===== config.mk =====
export PLATFORM = sky130hd
export DESIGN_NAME = text_to_integer_any_base
export DESIGN_NICKNAME = d
export VERILOG_FILES = /design/src/design/ttiab_pkg.sv /design/src/design/text_to_integer_any_base.sv
export VERILOG_INCLUDE_DIRS = /design/src /design/src/design
export SDC_FILE = /design/constraint.sdc
export NUM_CORES = 1
export LEC_CHECK = 0
export BUFFER_PORTS_ARGS = -buffer_cell sky130_fd_sc_hd__buf_2
export CAP_MARGIN = 40
export CORE_MARGIN = 1
export CORE_UTILIZATION = 57
export CTS_CLUSTER_DIAMETER = 40
export DETAILED_ROUTE_END_ITERATION = 8
export MAX_ROUTING_LAYER = met4
export PLACE_DENSITY = 0.78
export SLEW_MARGIN = 20
export SYNTH_ARGS = -nofsm -noshare
export SYNTH_HDL_FRONTEND = slang
export SYNTH_SLANG_ARGS = --single-unit

===== constraint.sdc =====
create_clock -name clk -period 5.6 [get_ports clk]
set_input_delay 1.12 -clock clk [delete_from_list [all_inputs] [get_ports clk]]
set_output_delay 1.12 -clock clk [all_outputs]
set_load 0.01 [all_outputs]

===== src/design/text_to_integer_any_base_defines.svh =====
// ----------------------------------------------------------------------------
// text_to_integer_any_base_defines.svh
// assertion macros shared by the text to integer block
// ----------------------------------------------------------------------------
`ifndef TEXT_TO_INTEGER_ANY_BASE_DEFINES_SVH
`define TEXT_TO_INTEGER_ANY_BASE_DEFINES_SVH

// property checked on every rising clk edge, off while rst_n is low
`define TTIAB_ASSERT(label, prop, msg) \
    label: assert property (@(posedge clk) disable iff (!rst_n) (prop)) \
        else $error(msg);

// condition that must never be seen
`define TTIAB_NEVER(label, expr, msg) \
    `TTIAB_ASSERT(label, !(expr), msg)

`endif


===== src/design/ttiab_pkg.sv =====
// ----------------------------------------------------------------------------
// ttiab_pkg
// types, character codes and digit decode for the text to integer block
// ----------------------------------------------------------------------------
package ttiab_pkg;

    localparam int CHAR_W  = 8;
    localparam int RADIX_W = 6;
    localparam int VALUE_W = 64;

    localparam logic [RADIX_W-1:0] RADIX_MIN   = 6'd2;
    localparam logic [RADIX_W-1:0] RADIX_MAX   = 6'd36;
    localparam logic [RADIX_W-1:0] RADIX_RESET = 6'd10;
    localparam logic [RADIX_W-1:0] DIGIT_TEN   = 6'd10;
    // above every legal radix, so it never counts as a digit
    localparam logic [RADIX_W-1:0] NO_DIGIT    = 6'd63;

    localparam logic [CHAR_W-1:0] CH_TAB   = 8'd9;
    localparam logic [CHAR_W-1:0] CH_CR    = 8'd13;
    localparam logic [CHAR_W-1:0] CH_SPACE = 8'd32;
    localparam logic [CHAR_W-1:0] CH_PLUS  = 8'd43;
    localparam logic [CHAR_W-1:0] CH_MINUS = 8'd45;
    localparam logic [CHAR_W-1:0] CH_0     = 8'd48;
    localparam logic [CHAR_W-1:0] CH_9     = 8'd57;
    localparam logic [CHAR_W-1:0] CH_UA    = 8'd65;
    localparam logic [CHAR_W-1:0] CH_UZ    = 8'd90;
    localparam logic [CHAR_W-1:0] CH_LA    = 8'd97;
    localparam logic [CHAR_W-1:0] CH_LZ    = 8'd122;

    typedef struct packed {
        logic [CHAR_W-1:0] char_code;
        logic              end_of_text;
    } in_t;

    typedef struct packed {
        logic signed [VALUE_W-1:0] value;
        logic                      saturated;
        logic                      had_digits;
    } out_t;

    function automatic logic is_space(input logic [CHAR_W-1:0] c);
        return (c == CH_SPACE) || (c >= CH_TAB && c <= CH_CR);
    endfunction

    function automatic logic [RADIX_W-1:0] digit_of(input logic [CHAR_W-1:0] c);
        logic [RADIX_W-1:0] d;
        d = NO_DIGIT;
        if (c >= CH_0 && c <= CH_9)
        begin
            d = RADIX_W'(c - CH_0);
        end
        else if (c >= CH_UA && c <= CH_UZ)
        begin
            d = RADIX_W'(c - CH_UA) + DIGIT_TEN;
        end
        else if (c >= CH_LA && c <= CH_LZ)
        begin
            d = RADIX_W'(c - CH_LA) + DIGIT_TEN;
        end
        return d;
    endfunction

endpackage


===== src/design/text_to_integer_any_base.sv =====
// ----------------------------------------------------------------------------
// text_to_integer_any_base
// parses signed integer text one character per transaction in base 2..36
// ----------------------------------------------------------------------------
//
//  channel   direction  handshake            payload
//  in        input      in_valid / in_stall  in_data  (char_code, end_of_text)
//  out       output     out_valid/ out_stall out_data (value, saturated, had_digits)
//  radix     input      radix_we             radix_data
//
//  whitespace, sign, non-digit and end transactions are handled in the idle state
//  a digit goes through accept, 6 shift-add steps of the shared adder
//  (one per radix bit), then one range check against the signed limit
//  reset sets radix to 10 and clears the parse state, no clearing pass
//  an end transaction waits while a digit is in progress or the previous result is still held
//
`include "text_to_integer_any_base_defines.svh"

module text_to_integer_any_base
    import ttiab_pkg::*;
#(
    parameter int VALUE_BITS = 64
)
(
    input  logic                 clk,
    input  logic                 rst_n,
    input  logic                 radix_we,
    input  logic [RADIX_W-1:0]   radix_data,
    input  logic                 in_valid,
    output logic                 in_stall,
    input  in_t                  in_data,
    output logic                 out_valid,
    input  logic                 out_stall,
    output out_t                 out_data
);

    localparam int PW    = VALUE_BITS + RADIX_W;
    localparam int CNT_W = $clog2(RADIX_W);
    localparam logic [CNT_W-1:0] LAST_STEP = CNT_W'(RADIX_W - 1);
    localparam logic [PW-1:0]    TOP       = PW'(1) << (VALUE_BITS - 1);

    typedef enum logic [1:0] {
        S_IDLE,
        S_MUL,
        S_CHK
    } state_t;

    typedef enum logic [1:0] {
        PH_SPACE,
        PH_DIGITS,
        PH_STOP
    } phase_t;

    state_t                  state_reg, state_next;
    phase_t                  phase_reg, phase_next;
    logic [RADIX_W-1:0]      radix_reg, radix_next;
    logic                    neg_reg, neg_next;
    logic [VALUE_BITS-1:0]   acc_reg, acc_next;
    logic                    any_reg, any_next;
    logic                    clamped_reg, clamped_next;
    logic [PW-1:0]           prod_reg, prod_next;
    logic [PW-1:0]           mcand_reg, mcand_next;
    logic [RADIX_W-1:0]      rbits_reg, rbits_next;
    logic [CNT_W-1:0]        cnt_reg, cnt_next;
    logic                    out_valid_reg, out_valid_next;
    out_t                    out_reg, out_next;

    logic                    in_fire;
    logic [RADIX_W-1:0]      digit;
    logic                    digit_ok;
    logic [PW-1:0]           lim;
    logic signed [VALUE_BITS-1:0] signed_val;

    assign in_stall  = (state_reg != S_IDLE)
                     || (in_data.end_of_text && out_valid_reg && out_stall);
    assign in_fire   = in_valid && !in_stall;
    assign out_valid = out_valid_reg;
    assign out_data  = out_reg;

    assign digit      = digit_of(in_data.char_code);
    assign digit_ok   = digit < radix_reg;
    assign lim        = neg_reg ? TOP : TOP - PW'(1);
    assign signed_val = any_reg ? (neg_reg ? -acc_reg : acc_reg) : '0;

    always_comb
    begin
        state_next     = state_reg;
        phase_next     = phase_reg;
        radix_next     = radix_reg;
        neg_next       = neg_reg;
        acc_next       = acc_reg;
        any_next       = any_reg;
        clamped_next   = clamped_reg;
        prod_next      = prod_reg;
        mcand_next     = mcand_reg;
        rbits_next     = rbits_reg;
        cnt_next       = cnt_reg;
        out_valid_next = out_valid_reg;
        out_next       = out_reg;

        if (out_valid_reg && !out_stall)
        begin
            out_valid_next = 1'b0;
        end

        // out-of-range bases are dropped
        if (radix_we && radix_data >= RADIX_MIN && radix_data <= RADIX_MAX)
        begin
            radix_next = radix_data;
        end

        case (state_reg)
            S_IDLE:
            begin
                if (in_fire)
                begin
                    if (in_data.end_of_text)
                    begin
                        out_valid_next      = 1'b1;
                        out_next.value      = VALUE_W'(signed_val);
                        out_next.saturated  = clamped_reg;
                        out_next.had_digits = any_reg;
                        phase_next          = PH_SPACE;
                        neg_next            = 1'b0;
                        acc_next            = '0;
                        any_next            = 1'b0;
                        clamped_next        = 1'b0;
                    end
                    else
                    begin
                        case (phase_reg)
                            PH_SPACE:
                            begin
                                if (is_space(in_data.char_code))
                                begin
                                    phase_next = PH_SPACE;
                                end
                                else if (in_data.char_code == CH_MINUS)
                                begin
                                    neg_next   = 1'b1;
                                    phase_next = PH_DIGITS;
                                end
                                else if (in_data.char_code == CH_PLUS)
                                begin
                                    phase_next = PH_DIGITS;
                                end
                                else if (!digit_ok)
                                begin
                                    phase_next = PH_STOP;
                                end
                            end
                            PH_DIGITS:
                            begin
                                if (!digit_ok)
                                begin
                                    phase_next = PH_STOP;
                                end
                            end
                            default:
                            begin
                                phase_next = phase_reg;
                            end
                        endcase

                        // digit accepted: start acc * radix + digit
                        if (digit_ok && phase_reg != PH_STOP
                            && !(phase_reg == PH_SPACE
                                 && (is_space(in_data.char_code)
                                     || in_data.char_code == CH_MINUS
                                     || in_data.char_code == CH_PLUS)))
                        begin
                            any_next   = 1'b1;
                            prod_next  = PW'(digit);
                            mcand_next = PW'(acc_reg);
                            rbits_next = radix_reg;
                            cnt_next   = '0;
                            state_next = S_MUL;
                        end
                    end
                end
            end
            S_MUL:
            begin
                if (rbits_reg[0])
                begin
                    prod_next = prod_reg + mcand_reg;
                end
                mcand_next = mcand_reg << 1;
                rbits_next = rbits_reg >> 1;
                cnt_next   = cnt_reg + CNT_W'(1);
                if (cnt_reg == LAST_STEP)
                begin
                    state_next = S_CHK;
                end
            end
            S_CHK:
            begin
                if (prod_reg > lim)
                begin
                    acc_next     = lim[VALUE_BITS-1:0];
                    clamped_next = 1'b1;
                    phase_next   = PH_STOP;
                end
                else
                begin
                    acc_next   = prod_reg[VALUE_BITS-1:0];
                    phase_next = PH_DIGITS;
                end
                state_next = S_IDLE;
            end
            default:
            begin
                state_next = S_IDLE;
            end
        endcase
    end

    always_ff @(posedge clk or negedge rst_n)
    begin
        if (!rst_n)
        begin
            state_reg     <= S_IDLE;
            phase_reg     <= PH_SPACE;
            radix_reg     <= RADIX_RESET;
            neg_reg       <= 1'b0;
            acc_reg       <= '0;
            any_reg       <= 1'b0;
            clamped_reg   <= 1'b0;
            cnt_reg       <= '0;
            out_valid_reg <= 1'b0;
        end
        else
        begin
            state_reg     <= state_next;
            phase_reg     <= phase_next;
            radix_reg     <= radix_next;
            neg_reg       <= neg_next;
            acc_reg       <= acc_next;
            any_reg       <= any_next;
            clamped_reg   <= clamped_next;
            cnt_reg       <= cnt_next;
            out_valid_reg <= out_valid_next;
        end
    end

    // datapath registers, no reset needed
    always_ff @(posedge clk)
    begin
        prod_reg  <= prod_next;
        mcand_reg <= mcand_next;
        rbits_reg <= rbits_next;
        out_reg   <= out_next;
    end

    `TTIAB_ASSERT(a_busy_stalls, (state_reg != S_IDLE) |-> in_stall,
        "input taken while a digit is in progress")
    `TTIAB_ASSERT(a_acc_in_range, PW'(acc_reg) <= lim,
        "magnitude above the limit for its sign")
    `TTIAB_ASSERT(a_clamp_stops, clamped_reg |-> (phase_reg == PH_STOP && any_reg),
        "clamp without stop or without digit")
    `TTIAB_NEVER(a_radix_legal, radix_reg < RADIX_MIN || radix_reg > RADIX_MAX,
        "radix outside 2..36")

endmodule

==> results.txt <==
CTS Buf Count -> 42
DR vias/cell -> 6.19
Syn. warnings -> 0
Die width -> 184 um
Top Metal Used -> met4
Reg area -> 0.00840 mm^2
Pint -> 6880 uW
Hold Buf Count CTS -> 0
DR vias -> 15,173
Part of the power in the clock network -> 23.1%
Primary FF master, synth -> edfxtp_1
Non-Filler Cell Area, Final -> 0.0212 mm^2
Lkg Pwr -> 0.00895 uW
Die footprint -> 0.0337 mm^2
Met2 wire len -> 21,900 um
Crit end category -> register
Die Span Y -> 184 um
Max-cap violations -> 0
Initial drt markers -> 1,242
Worst Setup SP -> in_data[1]
Fin nets -> 2,148
Post-detailed-routing wire length -> 46,800 um
Most frequent cells in the layout -> 304 x nand2_1, 212 x edfxtp_1, 150 x ha_1
Clk buf depth -> 3
Clock latency on the worst-skew pair -> 0.54 ns
Post-layout util -> 65.1%
Htree depth -> 2
Dpl hpwl -> 33,300 um
Final worst-path cycle share -> 85.8%
Critical R2R Launch -> neg_reg$_DFFE_PN0P_
PostCTS Resize Cnt -> 0
NetSw -> 4970 uW
Relative slew slack -> 44.4%
Drt pass-1 iters -> 5
Total Power -> 11,800 uW
Met3 WL -> 3230 um
Final Setup Violations -> 0
Vias in the first global route -> 14,664
CP max FO -> 36
PwrDens -> 559 mW/mm^2
Final min period -> 4.81 ns
Post-Synthesis Cells -> 1,925
Inst Count DP -> 2,375
Final hold viol count -> 0
IO buf count -> 87
Outcome -> complete, no violations
Worst Path Required -> 5.82 ns
Initial Util -> 57.8%
Post-synthesis async set-or-reset flop share -> 27.6%
Setup Buffers After CTS -> 0
# fillers -> 2,575
Fraction of final layout cells sized beyond drive strength 1 -> 11.1%
Achievable Freq -> 0.208 GHz
Min-delay src -> clamped_reg$_DFFE_PN0P_
Ports -> 88
Post-synth EDFFs -> 212
Number of diodes -> 0
Clock transition at path regs -> 0.06 ns
Area after DPL -> 0.0197 mm^2
Sequential power share -> 32.6%
CP Class -> in2reg
Comb pwr share -> 44.3%
Arrival time worst endpoint -> 5.02 ns
GRT Overall Usage -> 29.0%
Post-route ant nets -> 0
Clock Tree Root -> clkbuf_16
Nature of the critical path startpoint -> input pin
Number of cell rows -> 66
Max VDD drop -> 0.302 mV
Worst slew pin tran -> 0.826 ns
Core area -> 0.0325 mm^2
Syn Area/Cell -> 9.77 um^2
Switching share of power -> 42.0%
DRT met1 WL -> 20,300 um
Setup TNS -> 0 ns
Seq cells post-synth -> 293
GP Congestion -> 0.976
Pins Over Slew Limit -> 0
Largest net degree at the start of global routing -> 73
Mapped Nets -> 2,096
Post-route insts no fill -> 2,452
WL/cell -> 19.1 um
Sequential fraction of the synthesis area -> 44.6%
# DRC -> 0
Area of the multi-input gates -> 0.00987 mm^2
RSZ-0062 raised after global routing -> false
Clock Skew -> 0.0181 ns
First-pass GRT wire length -> 75,900 um
Hold Path Class -> reg2reg
TritonCTS clock tree -> yes
Total gr overflow -> 0
Clock sink count -> 293
Area growth syn-to-layout -> 12.6%
Initial antenna violation count -> 0
Synth cell types -> 76
Commonest non-fill, non-tap cell in the layout -> nand2_1
Cell area after synthesis -> 0.0188 mm^2
-- cell type report --
type	count	area share [%]
Multi-Input combinational cell	1485	46.6
Sequential cell	293	39.7
Inverter	49	0.868
Clock inverter	29	1.65
Clock buffer	48	5.31
Tap cell	442	2.61
Timing Repair Buffer	106	3.30
-- logic make-up after synthesis --
| kind of cell | count (synthesis) | share of synthesized area (%) |
|---|---|---|
| and+or+nand+nor | 704 | 18.0 |
| AOI/OAI and AO/OA | 505 | 18.2 |
| DFF | 293 | 44.6 |
| adders and majority gates | 151 | 10.1 |
| buffers and inverters | 147 | 3.26 |
| xor gates and xnor gates | 122 | 5.68 |
| muxes | 3 | 0.160 |
-- critical path, stage by stage --
cell and delay, ns:
buf_2 0.19, inv_1 0.09, ha_1 0.24, nand3b_1 0.13
nand2_1 0.07, a2111o_1 0.45, and2_1 0.23, o21ai_0 0.20
o21ai_0 0.15, ha_1 0.32, a21o_1 0.16, a21o_1 0.16
a21oi_1 0.13, o21ai_0 0.21, nor4_1 0.40, buf_4 0.20
or2_4 0.28, buf_12 0.27
-- power by group through the flow --
stage	Sequential (uW)	Combinational, uW	Clock [uW]
CTS	3850	5200	2760
finish	3870	5240	2730
global placement	3880	4930	0
detailed placement	3880	5150	0
floorplan	3680	3860	0
global route	3950	5800	2840
-- metrics by stage --
step           worst slack [ns]  hold slack, ns
2_1_floorplan             0.270           0.416
3_3_place_gp              0.476           0.501
3_5_place_dp              0.306           0.507
4_1_cts                   0.846           0.515
5_1_grt                   0.534           0.505
6_report                  0.794           0.498
-- layer usage --
layer  up-vias  GRT usage, %
li1       7181             -
met1      7343          38.5
met2       544          45.6
met3       105          4.68
met4         0          9.33
met5         -             -
-- Yosys cell counts, types with 4 or more instances --
| cell | count | area share [%] |
|---|---|---|
| nand2_1 | 304 | 6.1 |
| edfxtp_1 | 212 | 34 |
| ha_1 | 150 | 10 |
| nor2_1 | 133 | 2.7 |
| a21oi_1 | 126 | 3.4 |
| o21ai_0 | 114 | 3.0 |
| xnor2_1 | 96 | 4.5 |
| dfrtp_1 | 79 | 11 |
| clkbuf_1 | 78 | 1.6 |
| and2_1 | 71 | 2.4 |
| a221o_1 | 66 | 3.5 |
| a21o_1 | 63 | 2.5 |
| inv_1 | 49 | 0.98 |
| nand4_1 | 38 | 1.3 |
| nand3_1 | 32 | 0.85 |
| xor2_1 | 26 | 1.2 |
| o21bai_1 | 21 | 0.84 |
| nor3_1 | 20 | 0.53 |
| o31ai_1 | 18 | 0.72 |
| or3_1 | 18 | 0.60 |
| nor2b_1 | 14 | 0.47 |
| a31oi_1 | 13 | 0.43 |
| nand2b_1 | 13 | 0.43 |
| and3_1 | 12 | 0.40 |
| a211oi_1 | 10 | 0.40 |
| buf_2 | 10 | 0.27 |
| nor4_1 | 9 | 0.30 |
| o21a_1 | 9 | 0.36 |
| o41ai_1 | 8 | 0.37 |
| buf_6 | 6 | 0.36 |
| or4_1 | 6 | 0.24 |
| a21boi_0 | 5 | 0.20 |
| a221oi_1 | 5 | 0.23 |
| nor3b_1 | 5 | 0.20 |
| o22ai_1 | 5 | 0.17 |
| o31ai_2 | 5 | 0.33 |
| nand3b_1 | 4 | 0.16 |
| o21ai_1 | 4 | 0.11 |
| or2_2 | 4 | 0.13 |
| or3_4 | 4 | 0.24 |
-- final timing paths --
kind | to | slack (ns) | cells after the start
max in group asynchronous | neg_reg$_DFFE_PN0P_ | 3.97 | 2
max reg2reg | acc_reg[53]$_DFFE_PN0P_ | 1.07 | 13
min | out_data[1]$_DFFE_PP_ | 0.50 | 0
min reg2reg | out_data[1]$_DFFE_PP_ | 0.50 | 0
max | mcand_reg[42]$_DFFE_PP_ | 0.79 | 18
min in group asynchronous | acc_reg[35]$_DFFE_PN0P_ | 0.57 | 1
No activity file was read; power rests on OpenSTA's default activity.
